$ cat config.mk
export PLATFORM = sky130hd
export DESIGN_NAME = line_sensor_calibrate_centroid
export DESIGN_NICKNAME = d
export VERILOG_FILES = /design/src/rtl/lscc_pkg.sv /design/src/rtl/lscc_divider.sv /design/src/rtl/lscc_datapath.sv /design/src/rtl/lscc_ctrl.sv /design/src/rtl/line_sensor_calibrate_centroid.sv
export SDC_FILE = /design/constraint.sdc
export NUM_CORES = 2
export LEC_CHECK = 0
export ABC_AREA = 1
export BUFFER_PORTS_ARGS = -buffer_cell sky130_fd_sc_hd__buf_2
export CAP_MARGIN = 20
export CORE_UTILIZATION = 55
export CTS_CLUSTER_DIAMETER = 120
export DETAILED_ROUTE_END_ITERATION = 10
export GPL_TIMING_DRIVEN = 1
export PLACE_DENSITY = 0.84
export REMOVE_ABC_BUFFERS = 1
export SETUP_SLACK_MARGIN = 0.2
export SYNTH_ARGS = -nofsm -noshare
export SYNTH_HDL_FRONTEND = slang
export SYNTH_SLANG_ARGS = --single-unit
$ cat constraint.sdc
create_clock -name clk -period 10.7 [get_ports clk]
set_input_delay 0.535 -clock clk [delete_from_list [all_inputs] [get_ports clk]]
set_output_delay 0.535 -clock clk [all_outputs]
set_load 0.02 [all_outputs]
$ cat src/rtl/lscc_pkg.sv
// Package for the line sensor calibration and centroid block.
// Holds the state, command and status types, the reset tables and shared widths.
// No dependencies.
package lscc_pkg;

  localparam int SAMPLE_W   = 12;
  localparam int GAIN_W     = 25;
  localparam int WEIGHT_W   = 16;
  localparam int MAX_CH     = 16;
  localparam int DIVIDEND_W = 30;
  localparam int DIVISOR_W  = 15;
  localparam int TORQUE_W   = 32;
  localparam int MASS_W     = 15;

  localparam logic [GAIN_W-1:0]   GAIN_MAX  = 25'd16777216;
  localparam logic [SAMPLE_W-1:0] LEVEL_MAX = 12'd4095;

  localparam logic [1:0] OP_LEARN   = 2'd0;
  localparam logic [1:0] OP_DERIVE  = 2'd1;
  localparam logic [1:0] OP_MEASURE = 2'd2;

  localparam logic [2:0] REG_WEIGHT_A  = 3'd0;
  localparam logic [2:0] REG_WEIGHT_B  = 3'd1;
  localparam logic [2:0] REG_WEIGHT_C  = 3'd2;
  localparam logic [2:0] REG_WEIGHT_D  = 3'd3;
  localparam logic [2:0] REG_WEIGHT_E  = 3'd4;
  localparam logic [2:0] REG_THRESHOLD = 3'd5;

  localparam logic [SAMPLE_W-1:0] FLOOR_RESET [MAX_CH] = '{
    12'd344, 12'd216, 12'd212, 12'd240, 12'd240, 12'd228, 12'd124,
    12'd0, 12'd0, 12'd0, 12'd0, 12'd0, 12'd0, 12'd0, 12'd0, 12'd0};

  localparam logic [GAIN_W-1:0] GAIN_RESET [MAX_CH] = '{
    25'd5256, 25'd5287, 25'd5467, 25'd5191, 25'd5924, 25'd5246, 25'd4225,
    25'd4096, 25'd4096, 25'd4096, 25'd4096, 25'd4096, 25'd4096, 25'd4096,
    25'd4096, 25'd4096};

  typedef enum logic [3:0] {
    ST_IDLE,
    ST_DECODE,
    ST_LEARN,
    ST_GAIN_START,
    ST_GAIN_WAIT,
    ST_CAL_MUL,
    ST_CAL_SAT,
    ST_ACC_MUL,
    ST_ACC_ADD,
    ST_POS_START,
    ST_POS_WAIT,
    ST_EMIT
  } state_t;

  typedef struct packed {
    logic in_load;
    logic learn;
    logic ch_clr;
    logic ch_inc;
    logic gain_start;
    logic gain_write;
    logic cal_mul;
    logic cal_sat;
    logic acc_clr;
    logic acc_mul;
    logic acc_add;
    logic pos_start;
    logic out_load;
  } cmd_t;

  typedef struct packed {
    logic [1:0] op;
    logic       ch_last;
    logic       acc_last;
    logic       div_done;
    logic       out_free;
  } status_t;

endpackage

$ cat src/rtl/lscc_divider.sv
// Restoring unsigned divider, one quotient bit per cycle.
// Shared by the gain derivation and the centroid; uses lscc_pkg widths.
module lscc_divider (
  input  logic                                clk,
  input  logic                                rst,
  input  logic                                start,
  input  logic [lscc_pkg::DIVIDEND_W-1:0]     dividend,
  input  logic [lscc_pkg::DIVISOR_W-1:0]      divisor,
  output logic [lscc_pkg::DIVIDEND_W-1:0]     quotient,
  output logic                                done
);

  localparam int CNT_W = $clog2(lscc_pkg::DIVIDEND_W + 1);

  logic [CNT_W-1:0]                  count;
  logic [lscc_pkg::DIVISOR_W:0]      rem;
  logic [lscc_pkg::DIVIDEND_W-1:0]   quo;
  logic [lscc_pkg::DIVISOR_W-1:0]    dvs;
  logic [lscc_pkg::DIVISOR_W:0]      rem_shift;
  logic [lscc_pkg::DIVISOR_W:0]      rem_sub;
  logic                              fits;

  // The divisor is held from the start pulse, since the caller's operands move on.
  always_comb begin
    rem_shift = {rem[lscc_pkg::DIVISOR_W-1:0], quo[lscc_pkg::DIVIDEND_W-1]};
    fits      = rem_shift >= {1'b0, dvs};
    rem_sub   = rem_shift - {1'b0, dvs};
  end

  always_ff @(posedge clk) begin
    if (rst) begin
      count <= '0;
      done  <= 1'b0;
    end else if (start) begin
      count <= CNT_W'(lscc_pkg::DIVIDEND_W);
      done  <= 1'b0;
    end else if (count != '0) begin
      count <= count - 1'b1;
      done  <= (count == CNT_W'(1));
    end else begin
      done <= 1'b0;
    end
  end

  always_ff @(posedge clk) begin
    if (start) begin
      rem <= '0;
      quo <= dividend;
      dvs <= divisor;
    end else if (count != '0) begin
      rem <= fits ? rem_sub : rem_shift;
      quo <= {quo[lscc_pkg::DIVIDEND_W-2:0], fits};
    end
  end

  assign quotient = quo;

endmodule

$ cat src/rtl/lscc_datapath.sv
// Datapath: sample capture, calibration state, configuration registers, accumulators
// and the output register. Uses lscc_pkg and instantiates lscc_divider.
module lscc_datapath #(
  parameter int CHANNELS  = 7,
  parameter int S_TDATA_W = 88,
  parameter int M_TDATA_W = 104
) (
  input  logic                   clk,
  input  logic                   rst,
  input  lscc_pkg::cmd_t         cmd,
  output lscc_pkg::status_t      status,
  input  logic [S_TDATA_W-1:0]   s_tdata,
  input  logic [1:0]             s_tuser,
  input  logic                   cfg_valid,
  input  logic [2:0]             cfg_index,
  input  logic [15:0]            cfg_data,
  output logic                   m_tvalid,
  input  logic                   m_tready,
  output logic [M_TDATA_W-1:0]   m_tdata,
  output logic [1:0]             m_tuser
);

  localparam int CW = $clog2(CHANNELS);
  localparam int SW = lscc_pkg::SAMPLE_W;
  localparam int PW = SW + lscc_pkg::GAIN_W;
  localparam int TPW = lscc_pkg::WEIGHT_W + SW + 1;

  logic [1:0]                    op;
  logic [SW-1:0]                 sample [CHANNELS];
  logic [SW-1:0]                 floor_level [CHANNELS];
  logic [SW-1:0]                 peak_level [CHANNELS];
  logic [lscc_pkg::GAIN_W-1:0]   channel_gain [CHANNELS];
  logic [SW-1:0]                 level [CHANNELS];
  logic signed [lscc_pkg::WEIGHT_W-1:0] weight [5];
  logic [SW-1:0]                 center_threshold;
  logic [CW-1:0]                 ch;
  logic [PW-1:0]                 prod;
  logic signed [TPW-1:0]         tprod;
  logic signed [lscc_pkg::TORQUE_W-1:0] torque;
  logic [lscc_pkg::MASS_W-1:0]   mass;

  logic [SW-1:0]                 diff;
  logic [SW-1:0]                 cal_level;
  logic [SW-1:0]                 span;
  logic [lscc_pkg::TORQUE_W-1:0] torque_mag;
  logic                          div_start;
  logic [lscc_pkg::DIVIDEND_W-1:0] div_dividend;
  logic [lscc_pkg::DIVISOR_W-1:0]  div_divisor;
  logic [lscc_pkg::DIVIDEND_W-1:0] div_quotient;
  logic                          div_done;
  logic signed [15:0]            position;
  logic                          centered;
  logic [M_TDATA_W-1:0]          out_word;

  always_comb begin
    diff      = (sample[ch] > floor_level[ch]) ? sample[ch] - floor_level[ch] : '0;
    cal_level = (prod[PW-1:12] > (PW-12)'(lscc_pkg::LEVEL_MAX)) ? lscc_pkg::LEVEL_MAX
              : prod[23:12];
    span      = peak_level[ch] - floor_level[ch];
    torque_mag = torque[lscc_pkg::TORQUE_W-1] ? -torque : torque;
  end

  always_comb begin
    div_start = cmd.gain_start | cmd.pos_start;
    if (cmd.gain_start) begin
      div_dividend = lscc_pkg::DIVIDEND_W'(lscc_pkg::GAIN_MAX);
      div_divisor  = lscc_pkg::DIVISOR_W'(span);
    end else begin
      div_dividend = torque_mag[lscc_pkg::DIVIDEND_W-1:0];
      div_divisor  = mass;
    end
  end

  lscc_divider u_divider (
    .clk      (clk),
    .rst      (rst),
    .start    (div_start),
    .dividend (div_dividend),
    .divisor  (div_divisor),
    .quotient (div_quotient),
    .done     (div_done)
  );

  // Saturate the centroid quotient to 16 bits after restoring the sign.
  always_comb begin
    if (mass == '0) begin
      position = '0;
    end else if (torque[lscc_pkg::TORQUE_W-1]) begin
      position = (div_quotient > 30'd32768) ? 16'sh8000 : -$signed(div_quotient[15:0]);
    end else begin
      position = (div_quotient > 30'd32767) ? 16'sh7fff : $signed(div_quotient[15:0]);
    end
    centered = (level[3] > center_threshold) && (level[2] < center_threshold)
            && (level[4] < center_threshold);
  end

  always_comb begin
    out_word = '0;
    out_word[15:0] = position;
    for (int i = 0; i < CHANNELS; i++) begin
      out_word[16 + SW*i +: SW] = level[i];
    end
  end

  always_ff @(posedge clk) begin
    if (cmd.in_load) begin
      op <= s_tuser;
      for (int i = 0; i < CHANNELS; i++) begin
        sample[i] <= s_tdata[SW*i +: SW];
      end
    end
  end

  always_ff @(posedge clk) begin
    if (rst) begin
      for (int i = 0; i < CHANNELS; i++) begin
        floor_level[i]  <= lscc_pkg::FLOOR_RESET[i];
        peak_level[i]   <= '0;
        channel_gain[i] <= lscc_pkg::GAIN_RESET[i];
      end
    end else begin
      if (cmd.learn) begin
        for (int i = 0; i < CHANNELS; i++) begin
          if (peak_level[i] < sample[i]) peak_level[i] <= sample[i];
          if (floor_level[i] > sample[i]) floor_level[i] <= sample[i];
        end
      end
      if (cmd.gain_write) begin
        channel_gain[ch] <= (peak_level[ch] > floor_level[ch])
                          ? div_quotient[lscc_pkg::GAIN_W-1:0] : lscc_pkg::GAIN_MAX;
      end
    end
  end

  always_ff @(posedge clk) begin
    if (rst) begin
      weight[0]        <= -16'sd2;
      weight[1]        <= -16'sd1;
      weight[2]        <= 16'sd0;
      weight[3]        <= 16'sd1;
      weight[4]        <= 16'sd2;
      center_threshold <= 12'd2048;
    end else if (cfg_valid) begin
      case (cfg_index)
        lscc_pkg::REG_WEIGHT_A:  weight[0] <= $signed(cfg_data);
        lscc_pkg::REG_WEIGHT_B:  weight[1] <= $signed(cfg_data);
        lscc_pkg::REG_WEIGHT_C:  weight[2] <= $signed(cfg_data);
        lscc_pkg::REG_WEIGHT_D:  weight[3] <= $signed(cfg_data);
        lscc_pkg::REG_WEIGHT_E:  weight[4] <= $signed(cfg_data);
        lscc_pkg::REG_THRESHOLD: center_threshold <= cfg_data[SW-1:0];
        default: ;
      endcase
    end
  end

  always_ff @(posedge clk) begin
    if (rst) begin
      ch <= '0;
    end else if (cmd.ch_clr) begin
      ch <= '0;
    end else if (cmd.ch_inc) begin
      ch <= ch + 1'b1;
    end
  end

  always_ff @(posedge clk) begin
    if (cmd.cal_mul) prod <= PW'(diff) * PW'(channel_gain[ch]);
    if (cmd.cal_sat) level[ch] <= cal_level;
    if (cmd.acc_mul) begin
      tprod <= TPW'(weight[ch[2:0]]) * $signed({1'b0, level[CW'(ch + 1'b1)]});
    end
    if (cmd.acc_clr) begin
      mass   <= '0;
      torque <= '0;
    end else begin
      if (cmd.cal_sat && ch >= CW'(1) && ch <= CW'(5)) begin
        mass <= mass + lscc_pkg::MASS_W'(cal_level);
      end
      if (cmd.acc_add) torque <= torque + lscc_pkg::TORQUE_W'(tprod);
    end
  end

  always_ff @(posedge clk) begin
    if (rst) begin
      m_tvalid <= 1'b0;
    end else if (cmd.out_load) begin
      m_tvalid <= 1'b1;
    end else if (m_tready) begin
      m_tvalid <= 1'b0;
    end
  end

  always_ff @(posedge clk) begin
    if (cmd.out_load) begin
      m_tdata <= out_word;
      m_tuser <= {centered, (mass == '0)};
    end
  end

  always_comb begin
    status.op       = op;
    status.ch_last  = (ch == CW'(CHANNELS - 1));
    status.acc_last = (ch == CW'(4));
    status.div_done = div_done;
    status.out_free = ~m_tvalid | m_tready;
  end

endmodule

$ cat src/rtl/lscc_ctrl.sv
// Controller state machine that sequences learn, derive and measure requests.
// Uses lscc_pkg types; drives the datapath through cmd_t and reads status_t.
module lscc_ctrl (
  input  logic                clk,
  input  logic                rst,
  input  logic                s_tvalid,
  output logic                s_tready,
  input  lscc_pkg::status_t   status,
  output lscc_pkg::cmd_t      cmd
);

  lscc_pkg::state_t state, state_next;

  always_ff @(posedge clk) begin
    if (rst) state <= lscc_pkg::ST_IDLE;
    else     state <= state_next;
  end

  always_comb begin
    state_next = state;
    case (state)
      lscc_pkg::ST_IDLE:       if (s_tvalid) state_next = lscc_pkg::ST_DECODE;
      lscc_pkg::ST_DECODE: begin
        case (status.op)
          lscc_pkg::OP_LEARN:   state_next = lscc_pkg::ST_LEARN;
          lscc_pkg::OP_DERIVE:  state_next = lscc_pkg::ST_GAIN_START;
          lscc_pkg::OP_MEASURE: state_next = lscc_pkg::ST_CAL_MUL;
          default:              state_next = lscc_pkg::ST_IDLE;
        endcase
      end
      lscc_pkg::ST_LEARN:      state_next = lscc_pkg::ST_IDLE;
      lscc_pkg::ST_GAIN_START: state_next = lscc_pkg::ST_GAIN_WAIT;
      lscc_pkg::ST_GAIN_WAIT: begin
        if (status.div_done) begin
          state_next = status.ch_last ? lscc_pkg::ST_IDLE : lscc_pkg::ST_GAIN_START;
        end
      end
      lscc_pkg::ST_CAL_MUL:    state_next = lscc_pkg::ST_CAL_SAT;
      lscc_pkg::ST_CAL_SAT:
        state_next = status.ch_last ? lscc_pkg::ST_ACC_MUL : lscc_pkg::ST_CAL_MUL;
      lscc_pkg::ST_ACC_MUL:    state_next = lscc_pkg::ST_ACC_ADD;
      lscc_pkg::ST_ACC_ADD:
        state_next = status.acc_last ? lscc_pkg::ST_POS_START : lscc_pkg::ST_ACC_MUL;
      lscc_pkg::ST_POS_START:  state_next = lscc_pkg::ST_POS_WAIT;
      lscc_pkg::ST_POS_WAIT:   if (status.div_done) state_next = lscc_pkg::ST_EMIT;
      lscc_pkg::ST_EMIT:       if (status.out_free) state_next = lscc_pkg::ST_IDLE;
      default:                 state_next = lscc_pkg::ST_IDLE;
    endcase
  end

  always_comb begin
    cmd      = '0;
    s_tready = 1'b0;
    case (state)
      lscc_pkg::ST_IDLE: begin
        s_tready    = 1'b1;
        cmd.in_load = s_tvalid;
      end
      lscc_pkg::ST_DECODE: begin
        cmd.ch_clr  = 1'b1;
        cmd.acc_clr = 1'b1;
      end
      lscc_pkg::ST_LEARN:      cmd.learn = 1'b1;
      lscc_pkg::ST_GAIN_START: cmd.gain_start = 1'b1;
      lscc_pkg::ST_GAIN_WAIT: begin
        cmd.gain_write = status.div_done;
        cmd.ch_inc     = status.div_done & ~status.ch_last;
      end
      lscc_pkg::ST_CAL_MUL:    cmd.cal_mul = 1'b1;
      lscc_pkg::ST_CAL_SAT: begin
        cmd.cal_sat = 1'b1;
        cmd.ch_clr  = status.ch_last;
        cmd.ch_inc  = ~status.ch_last;
      end
      lscc_pkg::ST_ACC_MUL:    cmd.acc_mul = 1'b1;
      lscc_pkg::ST_ACC_ADD: begin
        cmd.acc_add = 1'b1;
        cmd.ch_inc  = ~status.acc_last;
      end
      lscc_pkg::ST_POS_START:  cmd.pos_start = 1'b1;
      lscc_pkg::ST_POS_WAIT:   ;
      lscc_pkg::ST_EMIT:       cmd.out_load = status.out_free;
      default:                 ;
    endcase
  end

endmodule

$ cat src/rtl/line_sensor_calibrate_centroid.sv
// Line sensor calibration and centroid, top level: controller plus datapath.
// One request at a time. Learn updates the peak and floor tables; derive runs, per channel,
// a start step and a 30-step pass of the shared divider to form the gain; measure
// calibrates each channel, accumulates the weighted sum and forms the centroid with the
// same divider; the result is emitted once the output is free, later while one still waits.
// Synchronous reset loads the preset floor and gain tables, clears the peaks and
// restores the default weights and threshold.
module line_sensor_calibrate_centroid #(
  parameter int CHANNELS = 7
) (
  input  logic                                      clk,
  input  logic                                      rst,
  input  logic                                      s_tvalid,
  output logic                                      s_tready,
  // sample_0 .. sample_{CHANNELS-1}, 12 bits each, zero padded to bytes
  input  logic [((12*CHANNELS+7)/8)*8-1:0]          s_tdata,
  // opcode
  input  logic [1:0]                                s_tuser,
  input  logic                                      cfg_valid,
  output logic                                      cfg_ready,
  input  logic [2:0]                                cfg_index,
  input  logic [15:0]                               cfg_data,
  output logic                                      m_tvalid,
  input  logic                                      m_tready,
  // line_position (16), level_0 .. level_{CHANNELS-1} (12 each), zero padded
  output logic [((16+12*CHANNELS+7)/8)*8-1:0]       m_tdata,
  // no_line, centered
  output logic [1:0]                                m_tuser
);

  localparam int S_TDATA_W = ((12*CHANNELS+7)/8)*8;
  localparam int M_TDATA_W = ((16+12*CHANNELS+7)/8)*8;

  lscc_pkg::cmd_t    cmd;
  lscc_pkg::status_t status;

  assign cfg_ready = 1'b1;

  lscc_ctrl u_ctrl (
    .clk      (clk),
    .rst      (rst),
    .s_tvalid (s_tvalid),
    .s_tready (s_tready),
    .status   (status),
    .cmd      (cmd)
  );

  lscc_datapath #(
    .CHANNELS  (CHANNELS),
    .S_TDATA_W (S_TDATA_W),
    .M_TDATA_W (M_TDATA_W)
  ) u_datapath (
    .clk       (clk),
    .rst       (rst),
    .cmd       (cmd),
    .status    (status),
    .s_tdata   (s_tdata),
    .s_tuser   (s_tuser),
    .cfg_valid (cfg_valid),
    .cfg_index (cfg_index),
    .cfg_data  (cfg_data),
    .m_tvalid  (m_tvalid),
    .m_tready  (m_tready),
    .m_tdata   (m_tdata),
    .m_tuser   (m_tuser)
  );

endmodule
# Yosys cells after proc, flatten, opt, wreduce, memory -nomap -nowiden
# Memory sizes are Yosys's and may differ from the RTL's. A register that Yosys moved wholly into a read port is not among the register bits.
# Index checks and enable logic that the tools add are counted.
# op_classes
muxes	156
n_lt_le_gt_ge	25
n_reduce_logical	17
mul	2
n_bitwise	26
add_sub_neg	9
n_eq_ne	25
# ops
op	count
12-bit two-way mux	17
16-bit two-way mux	8
12-bit > comparator	10
30-bit two-way mux	4
12-bit less-than comparator	9
1-bit two-way mux	100
25-bit two-way mux	2
4-bit one-hot mux with 11 select lines	1
12-bit by 25-bit multiplier with 37-bit output	1
3-bit two-way mux	11
32-bit by 29-bit adder with 32-bit output	1
30-bit by 15-bit > comparator with 1-bit output (second input constant)	1
30-bit by 16-bit > comparator with 1-bit output (second input constant)	1
30-bit negation	1
16-bit by 13-bit multiplier with 29-bit output	1
25-bit by 12-bit > comparator with 1-bit output (second input constant)	1
25-bit OR reduction	1
12-bit subtractor	2
1-bit bitwise OR	21
4-bit two-way mux	5
4-bit by 3-bit equality test with 1-bit output (second input constant)	4
4-bit equality test (second input constant)	4
16-bit by 15-bit greater-or-equal comparator with 1-bit output	1
16-bit negation	1
35 further kinds	52
# totals
ff_bits	303
memories	6
out_inout_bits	109
ramBits	591
# memory_table
name	depth	word_bits	rd	rd_ports_with_merged_regs	write_ports	line	source
u_datapath.channel_gain	7	25	1	1	7	lscc_datapath.sv:32	logic [lscc_pkg::GAIN_W-1:0] channel_gain [CHANNELS];
u_datapath.floor_level	7	12	8	1	7	lscc_datapath.sv:30	logic [SW-1:0] floor_level [CHANNELS];
u_datapath.level	7	12	8	4	1	lscc_datapath.sv:33	logic [SW-1:0] level [CHANNELS];
u_datapath.peak_level	7	12	8	1	7	lscc_datapath.sv:31	logic [SW-1:0] peak_level [CHANNELS];
u_datapath.sample	7	12	8	1	7	lscc_datapath.sv:29	logic [SW-1:0] sample [CHANNELS];
u_datapath.weight	5	16	1	1	5	lscc_datapath.sv:34	logic signed [lscc_pkg::WEIGHT_W-1:0] weight [5];

# Depth between registers and ports, before layout
# logic_depth
ltp_word	7
mapped_depth	46
mapped_depth_nobuf	41

# Cells and area by module
# A second synthesis with hierarchy kept.
# unflattened
hier_cells	6869
area_unflattened_um2	62886.6
# modules_own_cells
module	area_each_um2	instances	cells_per_inst	seq_area_each_um2
lscc_datapath	58610.0	1	6287	24673.7
lscc_divider	3778.6	1	490	1771.7
lscc_ctrl	486.7	1	90	80.1
line_sensor_calibrate_centroid	11.3	1	2	0.0

# Least setup slack after synthesis
# Ideal clock, no wire load.
# synth_timing
kind	register -> register
from	register (tool-made name)
to	register u_datapath.prod[32], data pin
t_arrival_ns	7.550
path_buffers	6
setup_ns	0.252
period_less_slack_ns	7.802
path_stages_with_launch	38
path_slack_ns	2.898
required_ns	10.448
path_cell_list	dfxtp_1 buf_2 buf_4 buf_2 clkbuf_1 clkbuf_1 o21ai_0 o21ai_0 a21oi_1 ha_1 fa_1 inv_1 nand3_1 nand2_1 nand2_1 nand3_1 nand2_1 nor2_1 (+2 left out) fa_1 inv_1 fa_1 fa_1 fa_1 inv_1 fa_1 inv_1 ha_1 a21oi_1 inv_1 nor2_1 a21boi_0 o21ai_0 a21oi_1 nand2_1 nand2_1 nand2_1
# synth_rtl
element	line	source
end signal: assignment	lscc_datapath.sv:167	if (cmd.cal_mul) prod <= PW'(diff) * PW'(channel_gain[ch]);
end: declaration	lscc_datapath.sv:37	logic [PW-1:0] prod;

==> flow_summary_export.csv <==
group,metric,value,unit
clock_tree,clk_pin_slew_worst_paths,0.06,ns
synth,ys_seq_elements,922,
setup_path,worstPathRequired,11.12,ns
synth,ys_seq_area_share,42.8,%
clock_tree,cts-root-buf,"clkbuf_16",
die,core_area,111000,um2
sta,final-hold-violation-count,0,
clock_tree,cts_tree,"yes",
placed_design,hpwl,129,mm
sta,slew_headroom,21.3,%
die,die_w,338,um
outcome,outcome,"finished clean",
global_routing,grt_max_degree,133,
route,drt_iter0_markers,6168,
setup_path,cp-end-kind,"flop",
route,via_per_inst,5.96,
setup_path,crit_fanout,71,
synth,synth_top_area_share,39.0,%
global_routing,grt_pass1_vias,50000,
final_layout,ff_latch_area,26500,um2
synth,synthDistinctLibCells,65,
global_routing,grt.total_usage,30.9,%
synth,yosysMostFrequentCell,"nand2_1",
sta,min_period_over_period,86.7,%
die,num_io_pins,223,
synth,synth-edff-count,806,
sta,fmax,0.108,GHz
synth,async_flop_share,0,%
clock_tree,clock-sinks,922,
run,drv_cap,0,
synth,synth_common_cells,"1248 x nand2_1, 949 x inv_1, 843 x nor2_1",
route,drc,0,
sta,skew,0.0479,ns
global_routing,grt_pass1_wl,272,mm
synth,yosysTopAreaCell,"edfxtp_1",
clock_tree,cts_max_path_buffers,3,
sta,drv_slew,0,
final_layout,area_growth,9.93,%
setup_path,max_stage_delay,0.81,ns
die,dieArea,114000,um2
min_path,hold_class,"input port to flop",
synth,synth_area,62000,um2
sta,rsz0062_at_grt,"no",
final_layout,drive_gt1_share,7.30,%
setup_path,arrival,9.69,ns
global_routing,overflow,0,
route,drtAntennaViolNets,0,
synth,avgSynthCellArea,9.30,um2
die,die_h,338,um
setup_path,cp_common_cell,"nand2_1",
setup_path,critPathKind,"flop to flop",
final_layout,finalNonFillerCells,8430,
setup_path,crit_slowest_cell,"dfxtp_4",
route,wire_per_inst,20.9,um
die,rows,122,
sta,finalSetupViolCount,0,
final_layout,multi_input_area,30900,um2
die,start_util,55.7,%
route,finalWirelength,176,mm
global_routing,grt_antenna_before_repair,6,
placed_design,gp_congestion,1.03,
synth,ys_warn_count,0,
synth,ys.flop_type,"edfxtp_1",
final_layout,nNetsFinal,7812,
synth,synth.area.top_cells,"edfxtp_1 39%, fa_1 13%, ha_1 8.6%, nand2_1 7.6%, inv_1 5.7%",
placed_design,io_buffers,213,
setup_path,critPathLaunchType,"flop",
sta,period_needed,9.28,ns
clock_tree,clk_latency,0.71,ns
setup_path,reg2regPathDepth,32,
route,vias,50300,
route,dr.pass1.iters,10,
clock_tree,cts_buffers,95,
sta,tightest_slew,1.17,ns
synth,synthCells,6672,
sta,whs,0.0174,ns
final_layout,n_fill_cell,8739,
min_path,hold_depth,1,
clock_tree,cts_resized,0,
clock_tree,h-tree-depth,3,
placed_design,dp_cells,8218,
[routing by layer]
| metal | track usage (%) | share of wire, % | vias up |
|---|---|---|---|
| li1 | - | - | 22400 |
| met1 | 39.1 | 36 | 24100 |
| met2 | 50.3 | 47 | 3096 |
| met3 | 5.42 | 11 | 684 |
| met4 | 17.4 | 6.5 | 2 |
| met5 | 0 | 0.0045 | - |
[sequential cells by signal, indices dropped and copies added, names as in the netlist, 3 cells and up, named ones only]
signal,cells
u_datapath.weight,80
u_datapath.torque,32
u_ctrl.state,4
u_datapath.ch,3
u_datapath.u_divider.dvs,15
u_datapath.u_divider.count,5
u_datapath.prod,25
u_datapath.floor_level,84
u_datapath.mass,15
u_datapath.tprod,29
u_datapath.sample,84
u_datapath.peak_level,84
u_datapath.center_threshold,12
m_tdata,24
u_datapath.level,96
u_datapath.channel_gain,200
u_datapath.u_divider.quotient,30
u_datapath.m_tdata,76
u_datapath.u_divider.rem,15
[repair_timing]
| action | in CTS | in global routing |
|---|---|---|
| setup buffers | 0 | 0 |
| hold buffers | 31 | 0 |
| endpoints found under the hold margin | 31 | 0 |
[stage by stage]
stage | cell area [um2] | setup TNS, ns | util, % | setup slack [ns]
CTS | 68200 | 0 | 61.3 | 1.68
global placement | 64600 | 0 | 58.1 | 1.83
detailed placement | 64600 | 0 | 58.1 | 1.72
finish | 68200 | 0 | 61.3 | 1.42
global route | 68200 | 0 | 61.3 | 0.977
floorplan | 61100 | -150.95 | - | -4.19
[final cells by class]
cell class              count  area share, %
well taps                1488           2.73
clock inverters            59          0.994
clock buffers             120           3.73
flip-flops and latches    922           38.9
multi-input cells        4537           45.3
repair buffers            313           2.85
diodes                      1        0.00367
inverters                 990           5.46
[worst max-delay path, delay by kind of cell (launching register included)]
kind            cells  cell delay, ns
flops               1            0.81
simple gates       10            1.48
fa+ha+maj           7            3.28
buf+inv             7            1.45
compound gates      8            1.93
[worst paths after layout]
check | from | to | slack [ns]
worst max-delay path | flop | u_datapath.prod[32]$_DFFE_PP_ | 1.42
worst max register to register | flop | u_datapath.prod[32]$_DFFE_PP_ | 1.42
worst min register to register | u_datapath.level[6][11]$_DFFE_PP_ | u_datapath.m_tdata[99]$_DFFE_PP_ | 0.45
worst min-delay path | s_tdata[37] | u_datapath.sample[3][1]$_DFFE_PP_ | 0.02
[layout by cell type, fill, tap and decap left out, types with 10 or more instances in the layout]
cell type and instances:
nor3_1 44, buf_2 213, bufinv_16 11, clkbuf_1 18, a311oi_1 11, clkinv_2 20, nor2_2 13, edfxtp_1 806
a211oi_1 10, xor2_1 81, o22ai_1 73, a21oi_1 471, o211ai_1 37, clkinv_1 40, nand2_1 1248, dlygate4sd3_1 31
a31oi_1 15, buf_4 63, inv_2 12, nor4_1 18, nand4_1 33, ha_1 427, dfxtp_1 112, fa_1 412
nor2_1 837, xnor2_1 33, o21ai_1 20, a32o_1 44, clkbuf_16 95, nand3_1 127, o31ai_1 10, o21a_1 13
inv_1 948, a21boi_0 10, o21ai_0 450
[kinds of logic (layout without fill, tap and decap cells)]
kind of cell,Yosys count,count (layout),synth area share (%)
AND/OR/NAND/NOR,2369,2369,15.3
buffers and inverters,1216,1482,7.52
AO/OA/AOI/OAI,1208,1208,10.9
flip-flops,922,922,42.8
adder cells (fa/ha/maj),839,839,21.9
XOR/XNOR,115,115,1.62
other,2,6,0.0121
multiplexers,1,1,0.0161
Power is left out: the tool's default activity adds up to more than one toggle a clock period on the data nets, which glitch-free logic cannot reach.
